## config.mk

```make
export PLATFORM = sky130hd
export DESIGN_NAME = base60_id_string_decoder_top_flat
export DESIGN_NICKNAME = d
export VERILOG_FILES = /design/src/b60id_pkg.sv /design/src/b60id_if.sv /design/src/b60id_step.sv /design/src/b60id_out_skid.sv /design/src/base60_id_string_decoder_top.sv /design/src/flat_wrapper.sv
export SDC_FILE = /design/constraint.sdc
export NUM_CORES = 1
export LEC_CHECK = 0
export BUFFER_PORTS_ARGS = -buffer_cell sky130_fd_sc_hd__buf_2
export CAP_MARGIN = 40
export CELL_PAD_IN_SITES_DETAIL_PLACEMENT = 1
export CELL_PAD_IN_SITES_GLOBAL_PLACEMENT = 2
export CORE_UTILIZATION = 35
export CTS_BUF_LIST = sky130_fd_sc_hd__clkbuf_8
export CTS_CLUSTER_DIAMETER = 120
export DETAILED_ROUTE_END_ITERATION = 7
export PLACE_DENSITY = 0.84
export SLEW_MARGIN = 5
export SYNTH_ARGS = -nofsm -noshare
export SYNTH_HDL_FRONTEND = slang
export SYNTH_SLANG_ARGS = --single-unit
export TNS_END_PERCENT = 20
```

## constraint.sdc

```tcl
create_clock -name i_clk -period 10.06 [get_ports i_clk]
set_input_delay 2.012 -clock i_clk [delete_from_list [all_inputs] [get_ports i_clk]]
set_output_delay 2.012 -clock i_clk [all_outputs]
set_load 0.005 [all_outputs]
```

## src/b60id_pkg.sv

```systemverilog
package b60id_pkg;

    localparam int unsigned IdLength   = 18;
    localparam int unsigned AccWidth   = 81;

    localparam logic [4:0]  POS_UNDERSCORE = 5'd0;
    localparam logic [4:0]  POS_BUCKET_HI  = 5'd1;
    localparam logic [4:0]  POS_BUCKET_MID = 5'd2;
    localparam logic [4:0]  POS_BUCKET_LO  = 5'd3;
    localparam logic [4:0]  POS_FIRST_ACC  = 5'd4;
    localparam logic [4:0]  POS_DONE       = 5'd18;

    localparam logic [5:0]  NOT_A_SYMBOL   = 6'd60;
    localparam logic [5:0]  DIGIT_LIMIT    = 6'd10;
    localparam logic [7:0]  CHAR_UNDERSCORE = 8'h5F;

    localparam logic [15:0] BUCKET_LIMIT_RESET = 16'd36000;

    // Per-string decoding state.
    typedef struct packed {
        logic [4:0]          pos;
        logic                reject;
        logic [15:0]         bucket;
        logic [AccWidth-1:0] acc;
    } t_str_state;

    // One decoded result beat.
    typedef struct packed {
        logic        id_valid;
        logic [31:0] high_id;
        logic [63:0] low_id;
    } t_result;

    // Map a byte to its place in the 60-symbol alphabet (O and Q absent).
    function automatic logic [5:0] symbol_value(input logic [7:0] c);
        logic [5:0] v;
        v = NOT_A_SYMBOL;
        if (c >= 8'h30 && c <= 8'h39) begin
            v = 6'(c - 8'h30);
        end else if (c >= 8'h61 && c <= 8'h7A) begin
            v = 6'(c - 8'h61 + 8'd10);
        end else if (c >= 8'h41 && c <= 8'h4E) begin
            v = 6'(c - 8'h41 + 8'd36);
        end else if (c == 8'h50) begin
            v = 6'd50;
        end else if (c >= 8'h52 && c <= 8'h5A) begin
            v = 6'(c - 8'h52 + 8'd51);
        end
        return v;
    endfunction

endpackage

```

## src/b60id_if.sv

```systemverilog
interface b60id_char_if;
    logic       valid;
    logic       ready;
    logic [7:0] char_byte;
    logic       last_byte;

    modport source (output valid, output char_byte, output last_byte, input ready);
    modport sink   (input valid, input char_byte, input last_byte, output ready);
endinterface

interface b60id_result_if;
    logic        valid;
    logic        ready;
    logic        id_valid;
    logic [31:0] high_id;
    logic [63:0] low_id;

    modport source (output valid, output id_valid, output high_id, output low_id, input ready);
    modport sink   (input valid, input id_valid, input high_id, input low_id, output ready);
endinterface

interface b60id_cfg_if;
    logic        valid;
    logic        ready;
    logic [15:0] bucket_limit;

    modport source (output valid, output bucket_limit, input ready);
    modport sink   (input valid, input bucket_limit, output ready);
endinterface

```

## src/b60id_step.sv

```systemverilog
module b60id_step
    import b60id_pkg::*;
(
    input  t_str_state  i_state,
    input  logic [7:0]  i_char_byte,
    input  logic        i_last_byte,
    input  logic [15:0] i_bucket_limit,
    output t_str_state  o_state,
    output t_result     o_result
);

    logic [5:0]          sym;
    logic                is_sym;
    logic                is_digit;
    logic [5:0]          vs;
    logic [AccWidth-1:0] acc_x60;
    t_str_state          upd;
    logic                ok;

    // Classify the byte.
    assign sym      = symbol_value(i_char_byte);
    assign is_sym   = (sym != NOT_A_SYMBOL);
    assign is_digit = (sym < DIGIT_LIMIT);
    assign vs       = is_sym ? sym : 6'd0;

    // Multiply by 60 as 64x - 4x, wrapping at the accumulator width.
    assign acc_x60 = (i_state.acc << 6) - (i_state.acc << 2);

    // Advance the string state by one byte.
    always_comb begin
        upd = i_state;
        if (i_state.pos < POS_DONE) begin
            if (i_state.pos == POS_UNDERSCORE) begin
                if (i_char_byte != CHAR_UNDERSCORE) begin
                    upd.reject = 1'b1;
                end
            end else begin
                if (!is_sym) begin
                    upd.reject = 1'b1;
                end
                if ((i_state.pos == POS_BUCKET_HI || i_state.pos == POS_FIRST_ACC)
                    && !is_digit) begin
                    upd.reject = 1'b1;
                end
                case (i_state.pos)
                    POS_BUCKET_HI: begin
                        upd.bucket = is_digit ? (16'(vs) * 16'd3600) : 16'd0;
                    end
                    POS_BUCKET_MID: begin
                        upd.bucket = i_state.bucket + (16'(vs) * 16'd60);
                    end
                    POS_BUCKET_LO: begin
                        upd.bucket = i_state.bucket + 16'(vs);
                    end
                    default: begin
                        upd.acc = acc_x60 + AccWidth'(vs);
                    end
                endcase
            end
            upd.pos = i_state.pos + 5'd1;
        end
    end

    // Judge and format the result from the updated state.
    always_comb begin
        ok = !upd.reject && (upd.pos >= POS_DONE) && (upd.bucket != 16'd0)
             && (upd.bucket < i_bucket_limit);
        o_result.id_valid = ok;
        o_result.high_id  = ok ? ({upd.bucket, 16'd0} + 32'(upd.acc[AccWidth-1:64])) : 32'd0;
        o_result.low_id   = ok ? upd.acc[63:0] : 64'd0;
    end

    // Start over after the last byte.
    always_comb begin
        if (i_last_byte) begin
            o_state = '0;
        end else begin
            o_state = upd;
        end
    end

endmodule

```

## src/b60id_out_skid.sv

```systemverilog
module b60id_out_skid
    import b60id_pkg::*;
(
    input  logic                  i_clk,
    input  logic                  i_rst_n,
    input  logic                  i_push,
    input  t_result               i_result,
    output logic                  o_ready,
    b60id_result_if.source        o_id
);

    logic    r_out_valid, n_out_valid;
    logic    r_skid_valid, n_skid_valid;
    t_result r_out, n_out;
    t_result r_skid, n_skid;
    logic    pop;

    assign pop     = r_out_valid && o_id.ready;
    assign o_ready = !r_skid_valid;

    // Fill the output register first; park a beat in the skid when it is held.
    always_comb begin
        n_out_valid  = r_out_valid;
        n_skid_valid = r_skid_valid;
        n_out        = r_out;
        n_skid       = r_skid;
        if (!r_out_valid || pop) begin
            if (r_skid_valid) begin
                n_out        = r_skid;
                n_out_valid  = 1'b1;
                n_skid_valid = 1'b0;
            end else begin
                n_out        = i_result;
                n_out_valid  = i_push;
            end
        end else if (i_push) begin
            n_skid       = i_result;
            n_skid_valid = 1'b1;
        end
    end

    always_ff @(posedge i_clk) begin
        if (!i_rst_n) begin
            r_out_valid  <= 1'b0;
            r_skid_valid <= 1'b0;
        end else begin
            r_out_valid  <= n_out_valid;
            r_skid_valid <= n_skid_valid;
        end
    end

    always_ff @(posedge i_clk) begin
        r_out  <= n_out;
        r_skid <= n_skid;
    end

    assign o_id.valid    = r_out_valid;
    assign o_id.id_valid = r_out.id_valid;
    assign o_id.high_id  = r_out.high_id;
    assign o_id.low_id   = r_out.low_id;

endmodule

```

## src/base60_id_string_decoder_top.sv

```systemverilog
// Channel   Dir  Beat contents                     Notes
// i_char    in   char_byte[7:0], last_byte          one byte of the id string
// o_id      out  id_valid, high_id[31:0], low_id    one beat per last_byte
// i_cfg     in   bucket_limit[15:0]                 always ready
//
// One byte is taken per cycle while i_char.ready is high; the string state
// register updates in the same cycle through the base-60 shift-add and pattern check.
// A result is registered into the output register, or into the skid entry if that is held, when its last byte is taken.
// A two-entry output stage (register plus skid) lets bytes flow while a
// result waits; i_char.ready drops only when both entries are full.
// Synchronous active-low reset clears the string state and sets
// bucket_limit to 36000.
module base60_id_string_decoder_top
    import b60id_pkg::*;
(
    input  logic            i_clk,
    input  logic            i_rst_n,
    b60id_char_if.sink      i_char,
    b60id_cfg_if.sink       i_cfg,
    b60id_result_if.source  o_id
);

    t_str_state  r_state, n_state;
    logic [15:0] r_bucket_limit;
    t_result     result;
    logic        accept;
    logic        out_ready;

    assign i_cfg.ready  = 1'b1;
    assign i_char.ready = out_ready;
    assign accept       = i_char.valid && out_ready;

    // Hold the bucket limit.
    always_ff @(posedge i_clk) begin
        if (!i_rst_n) begin
            r_bucket_limit <= BUCKET_LIMIT_RESET;
        end else if (i_cfg.valid) begin
            r_bucket_limit <= i_cfg.bucket_limit;
        end
    end

    b60id_step u_step (
        .i_state        (r_state),
        .i_char_byte    (i_char.char_byte),
        .i_last_byte    (i_char.last_byte),
        .i_bucket_limit (r_bucket_limit),
        .o_state        (n_state),
        .o_result       (result)
    );

    // Advance the string state on each accepted beat.
    always_ff @(posedge i_clk) begin
        if (!i_rst_n) begin
            r_state <= '0;
        end else if (accept) begin
            r_state <= n_state;
        end
    end

    b60id_out_skid u_out (
        .i_clk    (i_clk),
        .i_rst_n  (i_rst_n),
        .i_push   (accept && i_char.last_byte),
        .i_result (result),
        .o_ready  (out_ready),
        .o_id     (o_id)
    );

endmodule

```

## src/flat_wrapper.sv

```systemverilog
// flat-port wrapper written by rule: the top's interface ports become plain ports
module base60_id_string_decoder_top_flat import b60id_pkg::*;
  (i_clk, i_rst_n, i_char_valid, i_char_char_byte, i_char_last_byte, i_char_ready, i_cfg_valid, i_cfg_bucket_limit, i_cfg_ready, o_id_valid, o_id_id_valid, o_id_high_id, o_id_low_id, o_id_ready);
  b60id_char_if i_char_i ();
  b60id_cfg_if i_cfg_i ();
  b60id_result_if o_id_i ();
  input  logic i_clk;
  input  logic i_rst_n;
  input wire logic [$bits(i_char_i.valid)-1:0] i_char_valid;
  input wire logic [$bits(i_char_i.char_byte)-1:0] i_char_char_byte;
  input wire logic [$bits(i_char_i.last_byte)-1:0] i_char_last_byte;
  output wire logic [$bits(i_char_i.ready)-1:0] i_char_ready;
  input wire logic [$bits(i_cfg_i.valid)-1:0] i_cfg_valid;
  input wire logic [$bits(i_cfg_i.bucket_limit)-1:0] i_cfg_bucket_limit;
  output wire logic [$bits(i_cfg_i.ready)-1:0] i_cfg_ready;
  output wire logic [$bits(o_id_i.valid)-1:0] o_id_valid;
  output wire logic [$bits(o_id_i.id_valid)-1:0] o_id_id_valid;
  output wire logic [$bits(o_id_i.high_id)-1:0] o_id_high_id;
  output wire logic [$bits(o_id_i.low_id)-1:0] o_id_low_id;
  input wire logic [$bits(o_id_i.ready)-1:0] o_id_ready;
  assign i_char_i.valid = i_char_valid;
  assign i_char_i.char_byte = i_char_char_byte;
  assign i_char_i.last_byte = i_char_last_byte;
  assign i_char_ready = i_char_i.ready;
  assign i_cfg_i.valid = i_cfg_valid;
  assign i_cfg_i.bucket_limit = i_cfg_bucket_limit;
  assign i_cfg_ready = i_cfg_i.ready;
  assign o_id_valid = o_id_i.valid;
  assign o_id_id_valid = o_id_i.id_valid;
  assign o_id_high_id = o_id_i.high_id;
  assign o_id_low_id = o_id_i.low_id;
  assign o_id_i.ready = o_id_ready;
  base60_id_string_decoder_top u_core (.i_clk(i_clk), .i_rst_n(i_rst_n), .i_char(i_char_i), .i_cfg(i_cfg_i), .o_id(o_id_i));
endmodule
```

==> results of run 1 <==
[final cells by class]
type	count	share of cell area
multi-input combinational	1841	0.495
timing repair buffer	275	0.0724
inverter	166	0.0245
tap	782	0.0382
clock buffer	70	0.0376
clock inverter	35	0.0103
antenna	1	0.0000977
sequential	315	0.322
[power by group through the flow]
| stage | clock network, mW | logic [mW] | registers, mW |
|---|---|---|---|
| after floorplan | 0 | 1.39 | 1.44 |
| after global placement | 0 | 2.04 | 1.45 |
| after detailed placement | 0 | 2.09 | 1.45 |
| after CTS | 1.34 | 2.11 | 1.42 |
| after global routing | 1.40 | 2.33 | 1.43 |
| final | 1.31 | 2.13 | 1.42 |
[metrics by stage]
stage,area [µm²],total power [mW],TNS (ns),std cells
2_1_floorplan,21800,2.83,0,2466
3_3_place_gp,24000,3.49,-11.43,3368
3_5_place_dp,24000,3.54,-54.04,3371
4_1_cts,25300,4.87,0,3476
5_1_grt,25600,5.15,-2.12,3485
6_report,25600,4.86,0,3485
[repair_timing]
item                       CTS  global route
setup endpoints to repair    0           189
buffers inserted             0             6
hold endpoints to repair     0             0
gates resized for setup      0            66
[kinds of logic after synthesis]
family	share of synthesized area
other	0.000173
DFF	0.380
AOI/OAI and AO/OA	0.231
muxes	0.0120
buffers and inverters	0.0562
and+or+nand+nor	0.174
xor gates and xnor gates	0.0452
adders and majority gates	0.102
[how the worst max path moves through the flow]
stage | from | endpoint | slack (ns) | cells after the start
detailed placement | i_char_char_byte[0] | u_core.u_out.o_id.high_id[27] | -0.51 | 40
global placement | i_char_char_byte[3] | u_core.u_out.o_id.high_id[27] | -0.26 | 42
floorplan | i_char_char_byte[1] | u_core.u_out.o_id.high_id[7] | 0.02 | 43
CTS | i_char_char_byte[0] | u_core.u_out.o_id.high_id[27] | 0.15 | 40
finish | i_char_char_byte[5] | u_core.u_out.o_id.low_id[57] | 0.29 | 43
global route | i_char_char_byte[5] | u_core.u_out.o_id.low_id[57] | -0.1 | 43
[flip-flops by register name, indices dropped and copies added (netlist names)]
register                    count
u_core.u_out.o_id.low_id       64
u_core.u_out.o_id.id_valid      1
u_core.r_bucket_limit          16
u_core.u_out.r_skid            97
u_core.u_out.o_id.high_id      32
u_core.r_state                103
u_core.u_out.o_id.valid         1
u_core.u_out.r_skid_valid       1
[tightest hold or removal path: stages (launching register included)]
cell     delay (ns)
dfxtp_1        0.31
nand3_1        0.06
nand2_1        0.04
[layer usage]
metal | global-route usage | up-vias
met5 | 0 | -
met4 | 0.0563 | 0
met3 | 0.0293 | 94
met2 | 0.383 | 300
met1 | 0.281 | 9549
li1 | - | 9285
[placed cells by master (no fill, tap or decap), drive strengths merged, types with 14 or more instances in the layout]
| master | instances |
|---|---|
| fa | 14 |
| a31oi | 21 |
| a22oi | 35 |
| nor2 | 229 |
| xor2 | 38 |
| o21ai | 110 |
| edfxtp | 194 |
| or2 | 14 |
| nor3 | 32 |
| ha | 154 |
| buf | 274 |
| xnor2 | 74 |
| nand2 | 214 |
| inv | 183 |
| dfxtp | 121 |
| clkbuf | 71 |
| mux2i | 16 |
| or3 | 14 |
| a21oi | 208 |
| o21a | 19 |
| nand3 | 36 |
| o211ai | 20 |
| o22ai | 60 |
| o21bai | 31 |
| nor2b | 65 |
| a21o | 74 |
| and3 | 17 |
| and2 | 71 |
| o31ai | 82 |
| nand4 | 30 |
==> impl_results.md, run 1 <==
* Die H at 251 µm
* Core area at 60800 µm²
* Area taken by multi-input logic gates at 12700 µm²
* Final core utilization at 0.421
* H-tree depth at 2
* DRT iter0 DRCs at 1161
* Ratio of cells with drive above 1 in the final layout at 0.181
* Slew HR at 0.317
* Largest net degree at the start of global routing at 92
* Clock buffer depth at 3
* Worst-skew pair later-pin latency at 0.68 ns
* Critical path class: input port to flip-flop
* Tightest Pin Transition at 1.02 ns
* RSZ-0062 raised after global routing: yes
* Register area at 8250 µm²
* Syn. warnings at 0
* Max Cap Viol at 0
* Worst R2R End: u_core.u_out.o_id.high_id[30]
* Critical Path End Type: flip-flop
* Met2 wire length at 34900 µm
* Syn_area_per_cell at 8.81 µm²
* Slowest cell delay on critical path at 0.52 ns
* Worst Reg-to-Reg Cells at 23
* Final Setup Violations at 0
* Clock network power share at 0.270
* Top-area cell type share of the netlist area at 0.268
* # clock sinks at 315
* Top-count cell post-synth: nor2_1
* Worst R2R Setup Slack at 4.45 ns
* Vias in the first global route at 20100
* Top_reg_cell synth: edfxtp_1
* Startpoint Class: input port
* Hold Path End: u_core.r_state[76]
* Gate power share at 0.438
* CTS tree: built
* Pre-CTS WS at -0.510 ns
* Smallest hold slack at 0.452 ns
* Final worst slack at 0.294 ns
* DR WL/cell at 20.3 µm
* Met3 wire length at 2660 µm
* Power Density at 190 nW/µm²
* Hold Buf Count CTS at 0
* VDD IR max at 102 µV
* Status: finished clean
* Hold path depth at 2
* Total grt overflow at 0
* Post-synth top area cell: edfxtp_1
* P_int at 3.03 mW
* Netlist cell types at 92
* CP Data Arrival Time at 10.25 ns
* Die ar. at 63100 µm²
* Met1 Wirelength at 31800 µm
* Ports at 130
* GRT Total Usage at 0.218
* Vias at 19200
* Pre-antenna DRT Iters at 5
* DRC viols at 0
* Input/output buffers at 128
* Crit share post-route at 0.971
* Worst Hold Class: flip-flop to flip-flop
* Register area share after synthesis at 0.380
* CP max FO at 5
* Fin crit period at 9.77 ns
* Reg power frac at 0.293
* GP Congestion at 0.900
* Post-synthesis net count at 2664
* Leakage power at 10.7 nW
* Most frequent cells after synthesis: nor2_1 (229), nand2_1 (214), a21oi_1 (208)
* Mapped Cells at 2466
* Number of antenna violations at the first check in global routing at 3
* Critical Path Slowest Stage Cell: fa_2
* Synth Cell Area at 21700 µm²
* Final hold violations at 0
* Hold path startpoint: u_core.r_state[76]
* Starting Density at 0.357
* EDFF count, synth at 194
* Clock Tree Root: clkbuf_8
* Top layer in use: met4
* Clk slew on worst S/H paths at 0.06 ns
* Final ANT Viol Nets at 0
* FMAX at 102 MHz
* Final wirelength at 70700 µm
* CP Buf/Inv Count at 5
* Worst endpoint required time at 10.54 ns
* Nets at 2853
* Sw power at 1.83 mW
* Detailed placement HPWL at 52000 µm
* Max Slew Vio Count at 0
* R2r startpoint: u_core.r_state[4]
* Num CTS Buffers at 56
* Top cells by area, synth: edfxtp_1 (27%), dfxtp_1 (11%), ha_1 (8.9%), a21oi_1 (4.8%), nor2_1 (4.0%)
* FF+latch count, synth at 315
* Crit-path leading delay family: compound AO/OA/AOI/OAI gates
* Layout fillers at 7062
* Row count at 90
* First-pass GRT wire length at 111000 µm
* Clock skew at 0.0358 ns
* Switching Share at 0.377
* FFs w/ async S/R, synth at 0
* Die X at 251 µm
* P&R area growth vs syn at 18.0%
* Drt via density at 5.52
(Power assumes the default switching activity.)
==> inputs of run 2 (changes only) <==
- SYNTH_HIERARCHICAL: default -> 1
==> impl_results.md, run 2 <==
* EDFF count, synth at 194 (unchanged)
* Clock skew at 0.0301 ns (-0.00565 ns)
* Post-synth top area cell: edfxtp_1
* DR WL/cell at 19.9 µm (-1.7%)
* Core area at 64500 µm² (+6.0%)
* R2r startpoint: u_core/r_state[99]
* Smallest hold slack at 0.470 ns (+0.0171 ns)
* Clock buffer depth at 3 (unchanged)
* Clock Tree Root: clkbuf_8
* Tightest Pin Transition at 0.923 ns (-0.0925 ns)
* Die H at 257 µm (+2.5%)
* Worst setup path endpoint: u_core/u_out/o_id.low_id[2]
* Hold Buf Count CTS at 0 (unchanged)
* Ports at 130 (unchanged)
* Power Density at 165 nW/µm² (-13%)
* CP Data Arrival Time at 10.22 ns (-0.03 ns)
* RSZ-0062 raised after global routing: yes
* Syn_area_per_cell at 8.94 µm² (+1.5%)
* FMAX at 103 MHz (+0.65%)
* Origin of the worst setup path: i_char_char_byte[0]
* Leakage power at 11.0 nW (+2.5%)
* Top reg by flops: u_core/r_state
* Post-synthesis net count at 2749 (+3.2%)
* Most frequent cells after synthesis: nor2_1 (273), nand2_1 (221), edfxtp_1 (194)
* GRT Total Usage at 0.217 (-0.00143)
* Top_reg_cell synth: edfxtp_1
* Fin crit period at 9.70 ns (-0.0632 ns)
* Critical Path End Type: flip-flop
* DRT iter0 DRCs at 1032 (-11%)
* Final Setup Violations at 0 (unchanged)
* Largest net degree at the start of global routing at 120 (+30%)
* Worst-skew pair later-pin latency at 0.66 ns (-0.02 ns)
* Num CTS Buffers at 53 (-5.4%)
* DRC viols at 0 (unchanged)
* CP max FO at 14 (+9)
* Worst Hold Class: flip-flop to flip-flop
* First-pass GRT wire length at 117000 µm (+5.1%)
* Slew HR at 0.369 (+0.0520)
* # clock sinks at 315 (unchanged)
* CP dominant cell by count: ha_1
* Final hold violations at 0 (unchanged)
* Max Slew Vio Count at 0 (unchanged)
* Final Non-Filler Cells at 3646 (+4.6%)
* Top-area cell type share of the netlist area at 0.255 (-0.0130)
* Most frequent cells in the layout: nor2_1 (229), nand2_1 (218), edfxtp_1 (194)
* Die ar. at 66200 µm² (+5.0%)
* Startpoint Class: input port
* Drt via density at 5.51 (about the same)
* H-tree depth at 2 (unchanged)
* Worst Reg-to-Reg Cells at 22 (-4.3%)
* Number of antenna violations at the first check in global routing at 1 (-2)
* Status: finished clean
* Synth Cell Area at 22800 µm² (+5.1%)
* Worst R2R Setup Slack at 4.40 ns (-0.05 ns)
* Top-count cell post-synth: nor2_1
* Row count at 93 (+3.3%)
* Slowest cell delay on critical path at 0.57 ns (+0.05 ns)
* Commonest non-fill, non-tap cell in the layout: nor2_1
* P&R area growth vs syn at 15.7%
* Ratio of cells with drive above 1 in the final layout at 0.224 (+0.0434)
* VDD IR max at 83.3 µV (-18%)
* Register area share after synthesis at 0.361 (-0.0184)
* Max Cap Viol at 0 (unchanged)
* Nets at 2944 (+3.2%)
* Input/output buffers at 128 (unchanged)
* Mapped Cells at 2552 (+3.5%)
* Syn. warnings at 6 (+6)
* GP Congestion at 0.920 (+2.2%)
* Starting Density at 0.354 (-0.00314)
* Netlist cell types at 96 (+4.3%)
* FF+latch count, synth at 315 (unchanged)
* Critical Path Slowest Stage Cell: fa_1
* Vias at 20100 (+4.5%)
* Worst R2R End: u_core/u_out/o_id.low_id[2]
* Clk slew on worst S/H paths at 0.06 ns (about the same)
* Die X at 257 µm (+2.5%)
* Post-Place Cells at 3540 (+5.0%)
* Top cells by area, synth: edfxtp_1 (26%), dfxtp_1 (11%), ha_1 (8.4%), nor2_1 (4.5%), mux2_2 (4.4%)
* Final wirelength at 72700 µm (+2.8%)
* Worst endpoint required time at 10.58 ns (+0.04 ns)
* Final ANT Viol Nets at 0 (unchanged)
* CTS tree: built
* Vias in the first global route at 20900 (+4.2%)
* Detailed placement HPWL at 53800 µm (+3.5%)
* Pre-antenna DRT Iters at 4 (-1)
* Crit share post-route at 0.964 (-0.00628)
* Total grt overflow at 0 (unchanged)
* FFs w/ async S/R, synth at 0 (unchanged)
* Max FFs per register at 103 (unchanged)
* Critical path class: input port to flip-flop
-- run 2: where the power goes --
group          switching (mW)  internal [mW]
sequential             0.0289           1.40
clock                   0.568          0.579
combinational            1.06          0.728
total                    1.66           2.70
-- run 2: layout make-up --
cell class                 count  area [µm²]
sequential                   315        8250
antenna                        1        2.50
fill                        7597       38100
timing repair buffer         294        2050
clock inverter                44         270
multi-input combinational   1903       13300
tap                          855        1070
clock buffer                  54         743
inverter                     180         677
-- run 2: worst max-delay path, delay by kind of cell --
kind / cells / cell delay (ns)
fa+ha+maj: 6 / 2.06
xor+xnor: 2 / 0.25
buf+inv: 6 / 0.70
simple gates: 8 / 1.66
compound gates: 17 / 3.35
mux: 1 / 0.17
-- run 2: layer usage --
layer	wire length [µm]	track usage	vias to the layer above	share of wire
li1	-	-	9637	-
met1	33800	0.289	10000	0.46
met2	34700	0.367	349	0.48
met3	2400	0.0263	108	0.033
met4	1800	0.0626	0	0.025
met5	0	0	-	0
-- run 2: kinds of logic after synthesis --
logic type                 count (synthesis)  synth area share
muxes                                    144            0.0698
adders and majority gates                167            0.0962
DFF                                      315             0.361
buffers and inverters                    334            0.0656
and+or+nand+nor                          860             0.182
AOI/OAI and AO/OA                        624             0.183
other                                      1          0.000164
xor gates and xnor gates                 107            0.0411
-- run 2: timing repair --
| action | 4_1_cts | 5_1_grt |
|---|---|---|
| buffers inserted | 0 | 6 |
| endpoints found under the setup margin | 0 | 194 |
| gates resized for setup | 0 | 70 |
-- run 2: through the flow --
step,setup WS [ns],power (mW),util,TNS [ns],cell area (µm²)
floorplan,0.0152,2.63,-,0,22900
global placement,-0.233,3.16,0.387,-20.34,25000
detailed placement,-0.520,3.20,0.390,-66.86,25100
CTS,0.179,4.37,0.406,0,26200
global route,-0.0963,4.62,0.410,-5.12,26400
finish,0.357,4.36,0.410,0,26400
-- run 2: how the worst min path moves through the flow --
stage | cells past startpoint | startpoint | to | slack, ns
2_1_floorplan | 2 | u_core/r_state[80] | u_core/r_state[80] | 0.44
3_5_place_dp | 2 | u_core/r_state[79] | u_core/r_state[79] | 0.46
5_1_grt | 2 | u_core/r_state[75] | u_core/r_state[75] | 0.50
6_report | 2 | u_core/r_state[75] | u_core/r_state[75] | 0.47
4_1_cts | 2 | u_core/r_state[75] | u_core/r_state[75] | 0.47
3_3_place_gp | 2 | u_core/r_state[80] | u_core/r_state[80] | 0.45
==> inputs of run 3 (changes only) <==
- CELL_PAD_IN_SITES_DETAIL_PLACEMENT: 1 -> 2
- CORE_UTILIZATION: 35 -> 36
- PLACE_DENSITY: 0.84 -> 0.85
==> impl_results.md, run 3 (synthesis gave the netlist of run 2 again) <==
* Smallest hold slack at 0.479 ns (+0.00924 ns)
* Nets at 2935 (-0.31%)
* DRC viols at 0 (unchanged)
* Critical path class: input port to flip-flop
* Ports at 130 (unchanged)
* Clock buffer depth at 3 (unchanged)
* Die ar. at 64400 µm² (-2.8%)
* Final hold violations at 0 (unchanged)
* Fin crit period at 10.08 ns (+0.376 ns)
* Leakage power at 11.0 nW (+0.41%)
* Final ANT Viol Nets at 0 (unchanged)
* Layout fillers at 6852 (-9.8%)
* Max FFs per register at 103 (unchanged)
* Top reg by flops: u_core/r_state
* Starting Density at 0.367 (+0.0131)
* Max Cap Viol at 0 (unchanged)
* Failing checks: negative setup slack
* Pwr Total at 4.64 mW (+6.4%)
* Design area at 26700 µm² (+0.98%)
* CP dominant cell by count: a21oi_2
* Ratio of cells with drive above 1 in the final layout at 0.236 (+0.0113)
* Detailed placement HPWL at 60800 µm (+13%)
* Worst Reg-to-Reg Cells at 23 (+4.5%)
* DRT iter0 DRCs at 1286 (+25%)
* Input/output buffers at 128 (unchanged)
* First-pass GRT wire length at 135000 µm (+16%)
* Startpoint Class: input port
* Core area at 62200 µm² (-3.6%)
* Worst endpoint required time at 10.57 ns (about the same)
* Power Density at 174 nW/µm² (+5.4%)
* GRT Total Usage at 0.267 (+0.0496)
* H-tree depth at 2 (unchanged)
* Most frequent cells in the layout: nor2_1 (231), nand2_1 (216), inv_1 (194), edfxtp_1 (194), a21oi_1 (158)
* GP Congestion at 0.909 (-1.2%)
* Number of antenna violations at the first check in global routing at 4 (+3)
* Row count at 91 (-2.2%)
* CTS tree: built
* Setup_tns at -0.0191 ns (-0.0191 ns)
* Final Setup Violations at 2 (+2)
* VDD IR max at 77.4 µV (-7.0%)
* Vias in the first global route at 23200 (+11%)
* Drt via density at 5.83 (+5.8%)
* DR WL/cell at 24.5 µm (+23%)
* FMAX at 99.2 MHz (-3.7%)
* Final wirelength at 88800 µm (+22%)
* # clock sinks at 315 (unchanged)
* Final Non-Filler Cells at 3623 (-0.63%)
* Pre-CTS WS at -1.01 ns (-0.492 ns)
* Area of placed instances at 24800 µm² (-1.3%)
* Origin of the worst setup path: i_char_char_byte[1]
* Max Slew Vio Count at 0 (unchanged)
* Largest net degree at the start of global routing at 113 (-5.8%)
* Hold Buf Count CTS at 0 (unchanged)
* Final worst slack at -0.0188 ns (-0.376 ns)
* CP max FO at 5 (-9)
* Die X at 254 µm (-1.4%)
* Worst setup path endpoint: u_core/u_out/o_id.low_id[54]
* Slowest cell delay on critical path at 0.60 ns (+0.03 ns)
* Clock Tree Root: clkbuf_8
* Critical Path End Type: flip-flop
* CP Data Arrival Time at 10.59 ns (+0.37 ns)
* Status: finished with violations
* Crit share post-route at 1.00 (+0.0374)
* Post-Place Cells at 3496 (-1.2%)
* Clk slew on worst S/H paths at 0.07 ns (about the same)
* Num CTS Buffers at 54 (+1.9%)
* Clock skew at 0.0462 ns (+0.0161 ns)
* Critical Path Slowest Stage Cell: or4b_4
* Worst R2R End: u_core/u_out/o_id.low_id[54]
* Worst R2R Setup Slack at 4.17 ns (-0.23 ns)
* Final core utilization at 0.429 (+0.0193)
* Vias at 21100 (+5.1%)
* Pre-antenna DRT Iters at 5 (+1)
* Worst-skew pair later-pin latency at 0.67 ns (about the same)
* R2r startpoint: u_core/r_state[99]
* Commonest non-fill, non-tap cell in the layout: nor2_1
* P&R area growth vs syn at 16.9%
* Tightest Pin Transition at 1.18 ns (+0.255 ns)
* Total grt overflow at 0 (unchanged)
* Slew HR at 0.207 (-0.161)
* Worst Hold Class: flip-flop to flip-flop
* RSZ-0062 raised after global routing: yes
* Die H at 254 µm (-1.4%)
[run 3: how the worst min path moves through the flow]
stage	startpoint	end	slack, ns	depth (start not counted)
global route	u_core/r_state[75]	u_core/r_state[75]	0.50	2
floorplan	u_core/r_state[80]	u_core/r_state[80]	0.44	2
detailed placement	u_core/r_state[79]	u_core/r_state[79]	0.46	2
global placement	u_core/r_state[80]	u_core/r_state[80]	0.44	2
CTS	u_core/r_state[79]	u_core/r_state[79]	0.48	2
finish	u_core/r_state[79]	u_core/r_state[79]	0.48	2
[run 3: what timing repair did]
action                     in CTS  in global routing
cloned                          1                  0
gates resized for setup        47                 80
pin swaps                       7                 26
buffers inserted                7                 15
setup endpoints to repair     183                194
[run 3: final cells by class]
type,count,area [µm²],share of cell area
Antenna cell,3,7.51,0.000281
Clock buffer,63,867,0.0325
Clock inverter,38,293,0.0110
Inverter,180,679,0.0255
Multi-Input combinational cell,1904,13600,0.510
Sequential cell,315,8250,0.309
Tap cell,837,1050,0.0393
Timing Repair Buffer,283,1930,0.0724
[run 3: power by group]
part           switching (mW)  internal [mW]  leakage [nW]  total [mW]
Sequential             0.0325           1.40          2.87        1.43
Clock                   0.584          0.699         0.674        1.28
Combinational            1.17          0.763          7.47        1.93
[run 3: metal layers]
metal  GRT usage  share of wire  vias up
li1            -              -     9599
met1       0.325           0.42    10800
met2       0.480           0.51      528
met3      0.0290          0.038      165
met4       0.101          0.031        0
met5           0              0        -
[run 3: critical path, delay by kind of cell]
kind                     cells  cell delay [ns]
multiplexers                 1             0.20
adder cells (fa/ha/maj)      6             1.86
AND/OR/NAND/NOR             12             2.41
buffers and inverters       10             1.22
XOR/XNOR                     1             0.14
AO/OA/AOI/OAI               15             2.72
